===== src/hdl/sts_pkg.sv =====
// sts_pkg: shared constants, tables and types for the sine taylor series block
// used by sine_taylor_series; no dependencies

package sts_pkg;

   localparam int MAX_TERMS_DEFAULT = 16;

   // field widths
   localparam int ANGLE_W = 32;
   localparam int SINE_W  = 32;
   localparam int TERMS_W = 5;
   localparam int TOL_W   = 31;

   localparam logic [TOL_W-1:0] TOL_RESET = 31'd10737;

   // datapath widths
   localparam int REM_W     = 40;   // |angle| in Q.32 during reduction
   localparam int MAG_W     = 32;   // |c| in Q.30
   localparam int TERM_W    = 34;   // term magnitude and c^2 in Q.30
   localparam int PROD_W    = 37;   // floor(t * c^2 / 2^30)
   localparam int SUM_W     = 37;   // signed running sum
   localparam int CHUNK_W   = 18;
   localparam int MUL_A_W   = 3 * CHUNK_W;
   localparam int MUL_B_W   = 36;
   localparam int ACC_W     = MUL_A_W + MUL_B_W;
   localparam int DIV_W     = 12;
   localparam int RECIP_W   = 36;
   localparam int IDX_W     = 5;
   localparam int STEP_W    = 3;
   localparam int FRAC_SHIFT  = 30;
   localparam int RECIP_SHIFT = 38;

   localparam logic [REM_W-1:0] TWO_PI_Q32 = 40'h6_487E_D511;
   localparam logic [REM_W-1:0] PI_Q32     = 40'h3_243F_6A88;
   localparam logic [STEP_W-1:0] RED_STEPS_LAST = 3'd4;

   localparam logic signed [SUM_W-1:0] SAT_HI = SUM_W'(2147483647);
   localparam logic signed [SUM_W-1:0] SAT_LO = ~SAT_HI;

   // divisors l(l+1) for l = 2, 4, ..., 62 and their Q.38 reciprocals
   localparam int TABLE_DEPTH = 31;
   localparam logic [63:0] RECIP_ONE = 64'd1 << RECIP_SHIFT;

   localparam logic [DIV_W-1:0] DIVISOR_TABLE [TABLE_DEPTH] = '{
      12'd6,    12'd20,   12'd42,   12'd72,   12'd110,  12'd156,  12'd210,  12'd272,
      12'd342,  12'd420,  12'd506,  12'd600,  12'd702,  12'd812,  12'd930,  12'd1056,
      12'd1190, 12'd1332, 12'd1482, 12'd1640, 12'd1806, 12'd1980, 12'd2162, 12'd2352,
      12'd2550, 12'd2756, 12'd2970, 12'd3192, 12'd3422, 12'd3660, 12'd3906
   };

   localparam logic [RECIP_W-1:0] RECIP_TABLE [TABLE_DEPTH] = '{
      RECIP_W'(RECIP_ONE / 64'd6),    RECIP_W'(RECIP_ONE / 64'd20),
      RECIP_W'(RECIP_ONE / 64'd42),   RECIP_W'(RECIP_ONE / 64'd72),
      RECIP_W'(RECIP_ONE / 64'd110),  RECIP_W'(RECIP_ONE / 64'd156),
      RECIP_W'(RECIP_ONE / 64'd210),  RECIP_W'(RECIP_ONE / 64'd272),
      RECIP_W'(RECIP_ONE / 64'd342),  RECIP_W'(RECIP_ONE / 64'd420),
      RECIP_W'(RECIP_ONE / 64'd506),  RECIP_W'(RECIP_ONE / 64'd600),
      RECIP_W'(RECIP_ONE / 64'd702),  RECIP_W'(RECIP_ONE / 64'd812),
      RECIP_W'(RECIP_ONE / 64'd930),  RECIP_W'(RECIP_ONE / 64'd1056),
      RECIP_W'(RECIP_ONE / 64'd1190), RECIP_W'(RECIP_ONE / 64'd1332),
      RECIP_W'(RECIP_ONE / 64'd1482), RECIP_W'(RECIP_ONE / 64'd1640),
      RECIP_W'(RECIP_ONE / 64'd1806), RECIP_W'(RECIP_ONE / 64'd1980),
      RECIP_W'(RECIP_ONE / 64'd2162), RECIP_W'(RECIP_ONE / 64'd2352),
      RECIP_W'(RECIP_ONE / 64'd2550), RECIP_W'(RECIP_ONE / 64'd2756),
      RECIP_W'(RECIP_ONE / 64'd2970), RECIP_W'(RECIP_ONE / 64'd3192),
      RECIP_W'(RECIP_ONE / 64'd3422), RECIP_W'(RECIP_ONE / 64'd3660),
      RECIP_W'(RECIP_ONE / 64'd3906)
   };

   typedef enum logic [3:0] {
      ST_IDLE,
      ST_RED,
      ST_WRAP,
      ST_SQ,
      ST_C2,
      ST_TM,
      ST_P,
      ST_RC,
      ST_Q,
      ST_QD,
      ST_UPD,
      ST_OUT
   } state_type;

endpackage


===== src/hdl/sine_taylor_series.sv =====
// sine_taylor_series: sine of a Q8.24 angle by range reduction and a Taylor series
// one shared 18x36 multiply-accumulate unit under a state machine; uses sts_pkg
//
//   channel  dir   handshake              payload
//   req      in    req_tvalid/req_tready  tdata: angle
//   rsp      out   rsp_tvalid/rsp_tready  tdata: sine_value, terms_used; tuser: limit_hit
//   csr      in    csr_valid/csr_ready    csr_data: tolerance
//
// an angle goes from request to result register through:
// 5 restoring reduction steps, a wrap, the squaring, then per term 2 + 3 + 1 passes
// of the shared multiplier (t * c^2, reciprocal of l(l+1), remainder check) plus moves.
// req_tready is high only in idle; one request is in flight at a time.
// the result register lets a new request in while the last result waits on rsp_tready.
// reset is synchronous; tolerance returns to 10737.

module sine_taylor_series #(
   parameter int MAX_TERMS = sts_pkg::MAX_TERMS_DEFAULT
) (
   input  logic                        clock,
   input  logic                        reset,
   input  logic                        req_tvalid,
   output logic                        req_tready,
   input  logic [31:0]                 req_tdata,   // angle[31:0]
   output logic                        rsp_tvalid,
   input  logic                        rsp_tready,
   output logic [39:0]                 rsp_tdata,   // sine_value[31:0], terms_used[36:32], zero
   output logic [0:0]                  rsp_tuser,   // limit_hit
   input  logic                        csr_valid,
   output logic                        csr_ready,
   input  logic [sts_pkg::TOL_W-1:0]   csr_data
);

   localparam int CNT_W = $clog2(MAX_TERMS + 1);

   sts_pkg::state_type state_ff, state_in, ret_ff, ret_in;

   logic [sts_pkg::TOL_W-1:0]    tol_ff, tol_in;
   logic [sts_pkg::REM_W-1:0]    rem_ff, rem_in;
   logic                         sign_ff, sign_in;
   logic [sts_pkg::STEP_W-1:0]   step_ff, step_in;
   logic                         neg_ff, neg_in;
   logic [sts_pkg::TERM_W-1:0]   c2_ff, c2_in;
   logic [sts_pkg::TERM_W-1:0]   t_ff, t_in;
   logic [sts_pkg::PROD_W-1:0]   p_ff, p_in;
   logic [sts_pkg::TERM_W-1:0]   q_ff, q_in;
   logic signed [sts_pkg::SUM_W-1:0] sum_ff, sum_in;
   logic [CNT_W-1:0]             count_ff, count_in;
   logic                         limit_ff, limit_in;
   logic [sts_pkg::ACC_W-1:0]    acc_ff, acc_in;
   logic [sts_pkg::MUL_A_W-1:0]  mul_a_ff, mul_a_in;
   logic [sts_pkg::MUL_B_W-1:0]  mul_b_ff, mul_b_in;
   logic [1:0]                   chunk_ff, chunk_in;

   logic                         rsp_valid_ff, rsp_valid_in;
   logic [sts_pkg::SINE_W-1:0]   rsp_sine_ff, rsp_sine_in;
   logic [sts_pkg::TERMS_W-1:0]  rsp_terms_ff, rsp_terms_in;
   logic                         rsp_limit_ff, rsp_limit_in;
   logic                         rsp_load;

   logic [sts_pkg::ANGLE_W-1:0]  angle_abs;
   logic [sts_pkg::REM_W-1:0]    red_div;
   logic                         red_ge;
   logic                         fold;
   logic [sts_pkg::REM_W-1:0]    wrap_full;
   logic [sts_pkg::MAG_W-1:0]    wrap_mag;
   logic                         wrap_neg;
   logic [sts_pkg::MUL_A_W-1:0]  partial;
   logic [sts_pkg::ACC_W-1:0]    acc_step;
   logic [sts_pkg::IDX_W-1:0]    tbl_idx;
   logic [sts_pkg::DIV_W-1:0]    div_sel;
   logic [sts_pkg::RECIP_W-1:0]  recip_sel;
   logic [sts_pkg::PROD_W-1:0]   qd_rem;
   logic [sts_pkg::TERM_W-1:0]   q_fix;
   logic signed [sts_pkg::SUM_W-1:0] sum_next;
   logic [CNT_W-1:0]             count_inc;
   logic [sts_pkg::SINE_W-1:0]   sum_sat;

   // datapath helpers
   assign angle_abs = req_tdata[31] ? 32'(-req_tdata) : req_tdata;
   assign red_div   = sts_pkg::TWO_PI_Q32 << step_ff;
   assign red_ge    = rem_ff >= red_div;
   assign fold      = rem_ff > sts_pkg::PI_Q32;
   assign wrap_full = fold ? sts_pkg::TWO_PI_Q32 - rem_ff : rem_ff;
   assign wrap_mag  = sts_pkg::MAG_W'(wrap_full >> 2);
   assign wrap_neg  = (sign_ff ^ fold) && (wrap_full != '0);

   // shared multiplier, top chunk first
   assign partial  = mul_a_ff[sts_pkg::MUL_A_W-1 -: sts_pkg::CHUNK_W] * mul_b_ff;
   assign acc_step = {acc_ff[sts_pkg::ACC_W-sts_pkg::CHUNK_W-1:0], sts_pkg::CHUNK_W'(0)}
                     + sts_pkg::ACC_W'(partial);

   assign tbl_idx   = sts_pkg::IDX_W'(count_ff - CNT_W'(1));
   assign div_sel   = sts_pkg::DIVISOR_TABLE[tbl_idx];
   assign recip_sel = sts_pkg::RECIP_TABLE[tbl_idx];

   assign qd_rem    = p_ff - acc_ff[sts_pkg::PROD_W-1:0];
   assign q_fix     = q_ff + sts_pkg::TERM_W'(qd_rem >= sts_pkg::PROD_W'(div_sel));
   assign sum_next  = neg_ff ? sum_ff + $signed(sts_pkg::SUM_W'(q_fix))
                             : sum_ff - $signed(sts_pkg::SUM_W'(q_fix));
   assign count_inc = count_ff + CNT_W'(1);

   always_comb begin
      priority if (sum_ff > sts_pkg::SAT_HI) begin
         sum_sat = sts_pkg::SINE_W'(sts_pkg::SAT_HI);
      end else if (sum_ff < sts_pkg::SAT_LO) begin
         sum_sat = sts_pkg::SINE_W'(sts_pkg::SAT_LO);
      end else begin
         sum_sat = sum_ff[sts_pkg::SINE_W-1:0];
      end
   end

   // sequencer
   always_comb begin
      state_in   = state_ff;
      ret_in     = ret_ff;
      rem_in     = rem_ff;
      sign_in    = sign_ff;
      step_in    = step_ff;
      neg_in     = neg_ff;
      c2_in      = c2_ff;
      t_in       = t_ff;
      p_in       = p_ff;
      q_in       = q_ff;
      sum_in     = sum_ff;
      count_in   = count_ff;
      limit_in   = limit_ff;
      acc_in     = acc_ff;
      mul_a_in   = mul_a_ff;
      mul_b_in   = mul_b_ff;
      chunk_in   = chunk_ff;
      req_tready = 1'b0;
      rsp_load   = 1'b0;

      unique case (state_ff)
         sts_pkg::ST_IDLE: begin
            req_tready = 1'b1;
            if (req_tvalid) begin
               rem_in   = {angle_abs, 8'b0};
               sign_in  = req_tdata[31];
               step_in  = sts_pkg::RED_STEPS_LAST;
               state_in = sts_pkg::ST_RED;
            end
         end
         sts_pkg::ST_RED: begin
            if (red_ge) begin
               rem_in = rem_ff - red_div;
            end
            step_in = step_ff - 1'b1;
            if (step_ff == '0) begin
               state_in = sts_pkg::ST_WRAP;
            end
         end
         sts_pkg::ST_WRAP: begin
            neg_in   = wrap_neg;
            t_in     = sts_pkg::TERM_W'(wrap_mag);
            sum_in   = wrap_neg ? -$signed(sts_pkg::SUM_W'(wrap_mag))
                                :  $signed(sts_pkg::SUM_W'(wrap_mag));
            count_in = CNT_W'(1);
            mul_a_in = sts_pkg::MUL_A_W'(wrap_mag) << sts_pkg::CHUNK_W;
            mul_b_in = sts_pkg::MUL_B_W'(wrap_mag);
            chunk_in = 2'd1;
            acc_in   = '0;
            ret_in   = sts_pkg::ST_C2;
            state_in = sts_pkg::ST_SQ;
         end
         sts_pkg::ST_SQ, sts_pkg::ST_TM, sts_pkg::ST_RC, sts_pkg::ST_QD: begin
            acc_in   = acc_step;
            mul_a_in = mul_a_ff << sts_pkg::CHUNK_W;
            chunk_in = chunk_ff - 1'b1;
            if (chunk_ff == '0) begin
               state_in = ret_ff;
            end
         end
         sts_pkg::ST_C2: begin
            c2_in    = acc_ff[sts_pkg::FRAC_SHIFT +: sts_pkg::TERM_W];
            mul_a_in = sts_pkg::MUL_A_W'(t_ff) << sts_pkg::CHUNK_W;
            mul_b_in = sts_pkg::MUL_B_W'(acc_ff[sts_pkg::FRAC_SHIFT +: sts_pkg::TERM_W]);
            chunk_in = 2'd1;
            acc_in   = '0;
            ret_in   = sts_pkg::ST_P;
            state_in = sts_pkg::ST_TM;
         end
         sts_pkg::ST_P: begin
            p_in     = acc_ff[sts_pkg::FRAC_SHIFT +: sts_pkg::PROD_W];
            mul_a_in = sts_pkg::MUL_A_W'(acc_ff[sts_pkg::FRAC_SHIFT +: sts_pkg::PROD_W]);
            mul_b_in = recip_sel;
            chunk_in = 2'd2;
            acc_in   = '0;
            ret_in   = sts_pkg::ST_Q;
            state_in = sts_pkg::ST_RC;
         end
         sts_pkg::ST_Q: begin
            q_in     = acc_ff[sts_pkg::RECIP_SHIFT +: sts_pkg::TERM_W];
            mul_a_in = sts_pkg::MUL_A_W'(div_sel) << (2 * sts_pkg::CHUNK_W);
            mul_b_in = sts_pkg::MUL_B_W'(acc_ff[sts_pkg::RECIP_SHIFT +: sts_pkg::TERM_W]);
            chunk_in = 2'd0;
            acc_in   = '0;
            ret_in   = sts_pkg::ST_UPD;
            state_in = sts_pkg::ST_QD;
         end
         sts_pkg::ST_UPD: begin
            t_in     = q_fix;
            sum_in   = sum_next;
            neg_in   = !neg_ff;
            count_in = count_inc;
            priority if (q_fix < sts_pkg::TERM_W'(tol_ff)) begin
               limit_in = 1'b0;
               state_in = sts_pkg::ST_OUT;
            end else if (count_inc == CNT_W'(MAX_TERMS)) begin
               limit_in = 1'b1;
               state_in = sts_pkg::ST_OUT;
            end else begin
               mul_a_in = sts_pkg::MUL_A_W'(q_fix) << sts_pkg::CHUNK_W;
               mul_b_in = sts_pkg::MUL_B_W'(c2_ff);
               chunk_in = 2'd1;
               acc_in   = '0;
               ret_in   = sts_pkg::ST_P;
               state_in = sts_pkg::ST_TM;
            end
         end
         sts_pkg::ST_OUT: begin
            if (!rsp_valid_ff || rsp_tready) begin
               rsp_load = 1'b1;
               state_in = sts_pkg::ST_IDLE;
            end
         end
         default: begin
            state_in = sts_pkg::ST_IDLE;
         end
      endcase
   end

   // result register
   always_comb begin
      rsp_valid_in = rsp_valid_ff;
      rsp_sine_in  = rsp_sine_ff;
      rsp_terms_in = rsp_terms_ff;
      rsp_limit_in = rsp_limit_ff;
      if (rsp_load) begin
         rsp_valid_in = 1'b1;
         rsp_sine_in  = sum_sat;
         rsp_terms_in = sts_pkg::TERMS_W'(count_ff);
         rsp_limit_in = limit_ff;
      end else if (rsp_tready) begin
         rsp_valid_in = 1'b0;
      end
   end

   assign tol_in = csr_valid ? csr_data : tol_ff;

   always_ff @(posedge clock) begin
      if (reset) begin
         state_ff     <= sts_pkg::ST_IDLE;
         rsp_valid_ff <= 1'b0;
         tol_ff       <= sts_pkg::TOL_RESET;
      end else begin
         state_ff     <= state_in;
         rsp_valid_ff <= rsp_valid_in;
         tol_ff       <= tol_in;
      end
   end

   always_ff @(posedge clock) begin
      ret_ff       <= ret_in;
      rem_ff       <= rem_in;
      sign_ff      <= sign_in;
      step_ff      <= step_in;
      neg_ff       <= neg_in;
      c2_ff        <= c2_in;
      t_ff         <= t_in;
      p_ff         <= p_in;
      q_ff         <= q_in;
      sum_ff       <= sum_in;
      count_ff     <= count_in;
      limit_ff     <= limit_in;
      acc_ff       <= acc_in;
      mul_a_ff     <= mul_a_in;
      mul_b_ff     <= mul_b_in;
      chunk_ff     <= chunk_in;
      rsp_sine_ff  <= rsp_sine_in;
      rsp_terms_ff <= rsp_terms_in;
      rsp_limit_ff <= rsp_limit_in;
   end

   assign csr_ready  = 1'b1;
   assign rsp_tvalid = rsp_valid_ff;
   assign rsp_tdata  = {3'b0, rsp_terms_ff, rsp_sine_ff};
   assign rsp_tuser  = rsp_limit_ff;

   // checks
   a_busy_after_request: assert property (@(posedge clock) disable iff (reset)
      (req_tvalid && req_tready) |=> !req_tready)
      else $error("request taken while busy");

   a_reduced_below_two_pi: assert property (@(posedge clock) disable iff (reset)
      (state_ff == sts_pkg::ST_WRAP) |-> (rem_ff < sts_pkg::TWO_PI_Q32))
      else $error("reduction left remainder at or above two pi");

   a_wrapped_within_pi: assert property (@(posedge clock) disable iff (reset)
      (state_ff == sts_pkg::ST_C2) |->
         (t_ff <= sts_pkg::TERM_W'(sts_pkg::PI_Q32 >> 2)))
      else $error("wrapped magnitude above pi");

   a_count_in_range: assert property (@(posedge clock) disable iff (reset)
      (state_ff == sts_pkg::ST_UPD) |-> (count_ff < CNT_W'(MAX_TERMS)))
      else $error("term count past limit");

   a_limit_means_full: assert property (@(posedge clock) disable iff (reset)
      (rsp_tvalid && rsp_tuser[0]) |->
         (rsp_tdata[36:32] == sts_pkg::TERMS_W'(MAX_TERMS)))
      else $error("limit flag without full term count");

endmodule


===== config.mk =====
export PLATFORM = sky130hd
export DESIGN_NAME = sine_taylor_series
export DESIGN_NICKNAME = d
export VERILOG_FILES = /design/src/hdl/sts_pkg.sv /design/src/hdl/sine_taylor_series.sv
export SDC_FILE = /design/constraint.sdc
export NUM_CORES = 2
export LEC_CHECK = 0
export BUFFER_PORTS_ARGS = -buffer_cell sky130_fd_sc_hd__buf_4
export CORE_MARGIN = 2
export CORE_UTILIZATION = 55
export CTS_CLUSTER_DIAMETER = 40
export DETAILED_ROUTE_END_ITERATION = 7
export PLACE_DENSITY = 0.68
export SYNTH_ARGS = -nofsm -noshare
export SYNTH_HDL_FRONTEND = slang
export SYNTH_SLANG_ARGS = --single-unit
export TNS_END_PERCENT = 30

===== constraint.sdc =====
create_clock -name clock -period 14.9 [get_ports clock]
set_input_delay 2.235 -clock clock [delete_from_list [all_inputs] [get_ports clock]]
set_output_delay 2.235 -clock clock [all_outputs]
set_load 0.02 [all_outputs]

==> results <==
- The run finished, with violations left.
- The final reports fail on DRC.
- The number of top-level design ports is between 100 and 150.
- Adding up every negative setup slack in the final design gives 0 ps.
- After routing the design area is 0.0577 mm2.
- Clock tree synthesis found a total of roughly 470 sinks.
- The critical-path cell with the highest stage delay is edfxtp_1.
- The floorplan step defined a die boundary enclosing 0.0988 mm2.
- In the final design database the tool counted roughly 6800 nets.
- For this design, the CTS-stage hold fixing added 0 buffers.
- The Yosys step of the flow raised 0 warnings.
- After synthesis, the largest family of logic cells by area is adder cells.
- The synthesized flop and latch total is around 470.
- The detailed route wirelength on metal3 is 19500 um.
- In this run the clock root is driven by a clkbuf_16.
- The via-per-instance ratio is approximately 6.3.
- The die boundary height is roughly 310 um.
- Entering global routing, the biggest net connects 73 pins.
- The length of routed wiring on met1 is 71500 um.
- The number of antenna violations at the first check in global routing is 10.
- The region available for standard cell placement spans 0.0953 mm2.
- The biggest cell delay along the critical path is approximately 770 ps.
- In this run the remaining antenna-violating nets after routing total 0.
- Of all cell types, the one taking the most synthesized area is edfxtp_1.
- The proportion of netlist area held by the largest area contributor is 0.244.
- Of the post-synthesis cell area, the part taken by muxes is 0.00855.
- TritonCTS built the clock tree.
- The required time of the critical path is ~15000 ps.
- The share of layout cells above drive strength 1 is 0.0706.
- Detailed routing placed a total of 81000 um of wire on met2.
- The number of standard cells after synthesis is ~5800.
- The arrival time of the worst setup path is around 13000 ps.
- The per-instance average area after synthesis is about 9.1 um2.
- Buffers placed on the I/O ports in this run total about 110.
- The wire length of the first global-routing pass is around 280000 um.
- In this run, post-CTS repair resized a total of 0 instances.
- Yosys attributes the largest share of cell area to edfxtp_1, fa_1, ha_1.
- The max capacitance violation total is 0.
- The floorplan has 113 rows.
- The worst setup path is captured at a flip-flop.
- The detailed-routing iteration count for the pre-antenna-repair pass is 8.
- The number of endpoints with negative hold slack in the final report was 0.
- The routed layout has between 40000 and 50000 vias.
- The final layout contains routed wiring with a total length of 184000 um.
- The clock passes through at most 3 buffers.
- STA classifies the critical path startpoint as a flip-flop.
- The post-synthesis simple-gate area fraction is 0.169.
- The class of the tightest hold or removal check is flip-flop to flip-flop.
- The classification of the worst setup path is flip-flop to flip-flop.
- The final-report max-slew violation count was 0.
- The detail-routed net length per standard cell is about 26 um.
- The highest metal layer carrying signal wires in the routed design is met5.
- The number of buffers created by CTS is 80.
- The compound-gate portion of the synthesized area is 0.150.
- The floorplan step set the die width to 314 um.
- The maximum clock skew at final layout is just under 80 ps.
- Of the total synthesized cell area, the portion taken by XOR and XNOR cells is 0.0470.
- Among the stages of the critical path, the cell type that occurs most often is ha_1.
- The number of design rule violations left after detail routing is 6.
- The sequential element share of the synthesized area is 0.258.
- The maximum clock frequency is slightly below 80 MHz.
- The transition time of the tightest slew-check pin is 1380 ps.
- Once placement finished, the instance area stood at 0.0550 mm2.
- For this run, the total global-route usage over all layers was measured as 0.375.
- The most used standard cell by instance count after synthesis is nand2_1.
- The overall overflow remaining after global route is 0.
- By count the netlist is led by nand2_1, inv_1, fa_1.
- The number of global-route vias before repair is approximately 44000.
- The dominant register cell in the synthesized netlist is edfxtp_1.
- The number of DRC violations after detailed-routing iteration 0 is 5616.
- For the worst-skew pair, the clock arrives at the later sink with an insertion delay of slightly below 700 ps.
- Of the available clock period, the critical path in the final layout requires 0.847.
- In this run the tightest slew margin relative to its limit is 0.0731.
- The initial utilization of the core area, before any placement, comes to 0.556.
- The count of filler cells inserted in the layout is 8247.
- The biggest fanout along the worst timing path is 42.
- Setup violations remaining at the end of the flow were counted as 0.
- The netlist area before placement is around 0.053 mm2.
- The clock-pin slew on the worst setup and hold paths is approximately 50 ps.
- Setup repair after global routing left no endpoint under its margin.
- The sum of net half-perimeters after detailed placement is about 140000 um.
- Yosys mapped a number of flops with a built-in enable equal to around 430.
- The total number of H-tree levels is 3.
- The worst path in the final design needs a cycle of around 13000 ps, including I/O delays and setup.
- In the synthesized netlist the async set-or-reset flop fraction comes to 0.
- Of the total synthesized cell area, the portion taken by full adders, half adders and majority gates is 0.292.
- The area added between synthesis and finish is 8.99%.
- The number of different library cells used by synthesis comes to 94.
- Routability-driven placement finished with a final weighted congestion of just over 1.
- The number of buffers inserted by post-CTS setup repair is 0.
-- layout make-up --
type                            count  area [um2]  share of cell area
Timing Repair Buffer              209        1570              0.0272
Antenna cell                        4        10.0            0.000173
Tap cell                         1265        1580              0.0274
Multi-Input combinational cell   4326       35500               0.615
Sequential cell                   467       13700               0.237
Inverter                          712        2670              0.0463
Clock inverter                     64         692              0.0120
Clock buffer                       85        2040              0.0354
-- cells by family after synthesis --
kind of cell | Yosys count
flip-flops | 467
buffers and inverters | 1050
AO/OA/AOI/OAI | 1205
multiplexers | 45
other | 2
adder cells (fa/ha/maj) | 897
XOR/XNOR | 284
AND/OR/NAND/NOR | 1891
-- path summary, 6_finish.rpt --
kind,startpoint,to,slack (ps),cells after the start
max reg2reg,count_ff[1],sum_ff[35],2280,41
max,count_ff[1],sum_ff[35],2280,41
min reg2reg,tol_ff[1],tol_ff[1],500,2
min,tol_ff[1],tol_ff[1],500,2
-- routing by layer --
layer | up-vias | track usage
li1 | 19800 | -
met1 | 22200 | 0.500
met2 | 2524 | 0.569
met3 | 603 | 0.0879
met4 | 8 | 0.201
met5 | - | 0
-- critical path, delay by kind of cell, from the launching register on --
family | cells | cell delay [ps]
AOI/OAI and AO/OA | 16 | 4040
xor gates and xnor gates | 3 | 800
adders and majority gates | 7 | 2530
buffers and inverters | 4 | 1000
DFF | 1 | 770
and+or+nand+nor | 11 | 3140
-- stage by stage --
stage	std cells	hold WS, ps	worst slack, ps	util
finish	7132	500	2280	0.606
global route	7128	512	1240	0.606
CTS	7128	501	2560	0.606
detailed placement	6979	487	2650	0.577
global placement	6979	477	2920	0.577
floorplan	5843	400	3500	-
-- flip-flops by register name, indices dropped and copies added (netlist names), 2 cells and up --
signal,count
rsp_sine_ff,32
mul_a_ff,54
step_ff,3
p_ff,37
c2_ff,34
tol_ff,31
chunk_ff,2
rsp_terms_ff,5
t_ff,34
state_ff,4
ret_ff,3
rem_ff,40
acc_ff,72
q_ff,34
mul_b_ff,35
count_ff,5
sum_ff,37
-- placed cells by master (no fill, tap or decap), types with 18 or more instances in the layout --
master,netlist,layout
nor2_1,367,362
nand2_1,757,756
a31oi_1,46,45
mux2i_1,43,43
nand3_1,115,114
dfxtp_1,36,36
or4_1,18,18
o211ai_1,52,52
o21bai_1,22,22
o21ai_0,221,220
a21oi_1,359,355
xnor2_1,171,167
o21a_1,30,30
a222oi_1,52,52
nor4_1,20,20
inv_1,710,708
nand2b_1,39,39
xor2_1,113,112
nor3_1,93,93
nor2b_1,37,36
fa_1,566,566
o31ai_1,40,40
and2_1,235,235
nand4_1,47,47
and3_1,54,54
or3_1,44,44
edfxtp_1,431,431
buf_4,5,209
a21o_1,128,128
a311oi_1,20,20
a211oi_1,56,55
clkbuf_16,0,81
ha_1,330,329
Power is not shown: default switching activity piles up to over one toggle a cycle in this logic, so the estimate is an artifact.
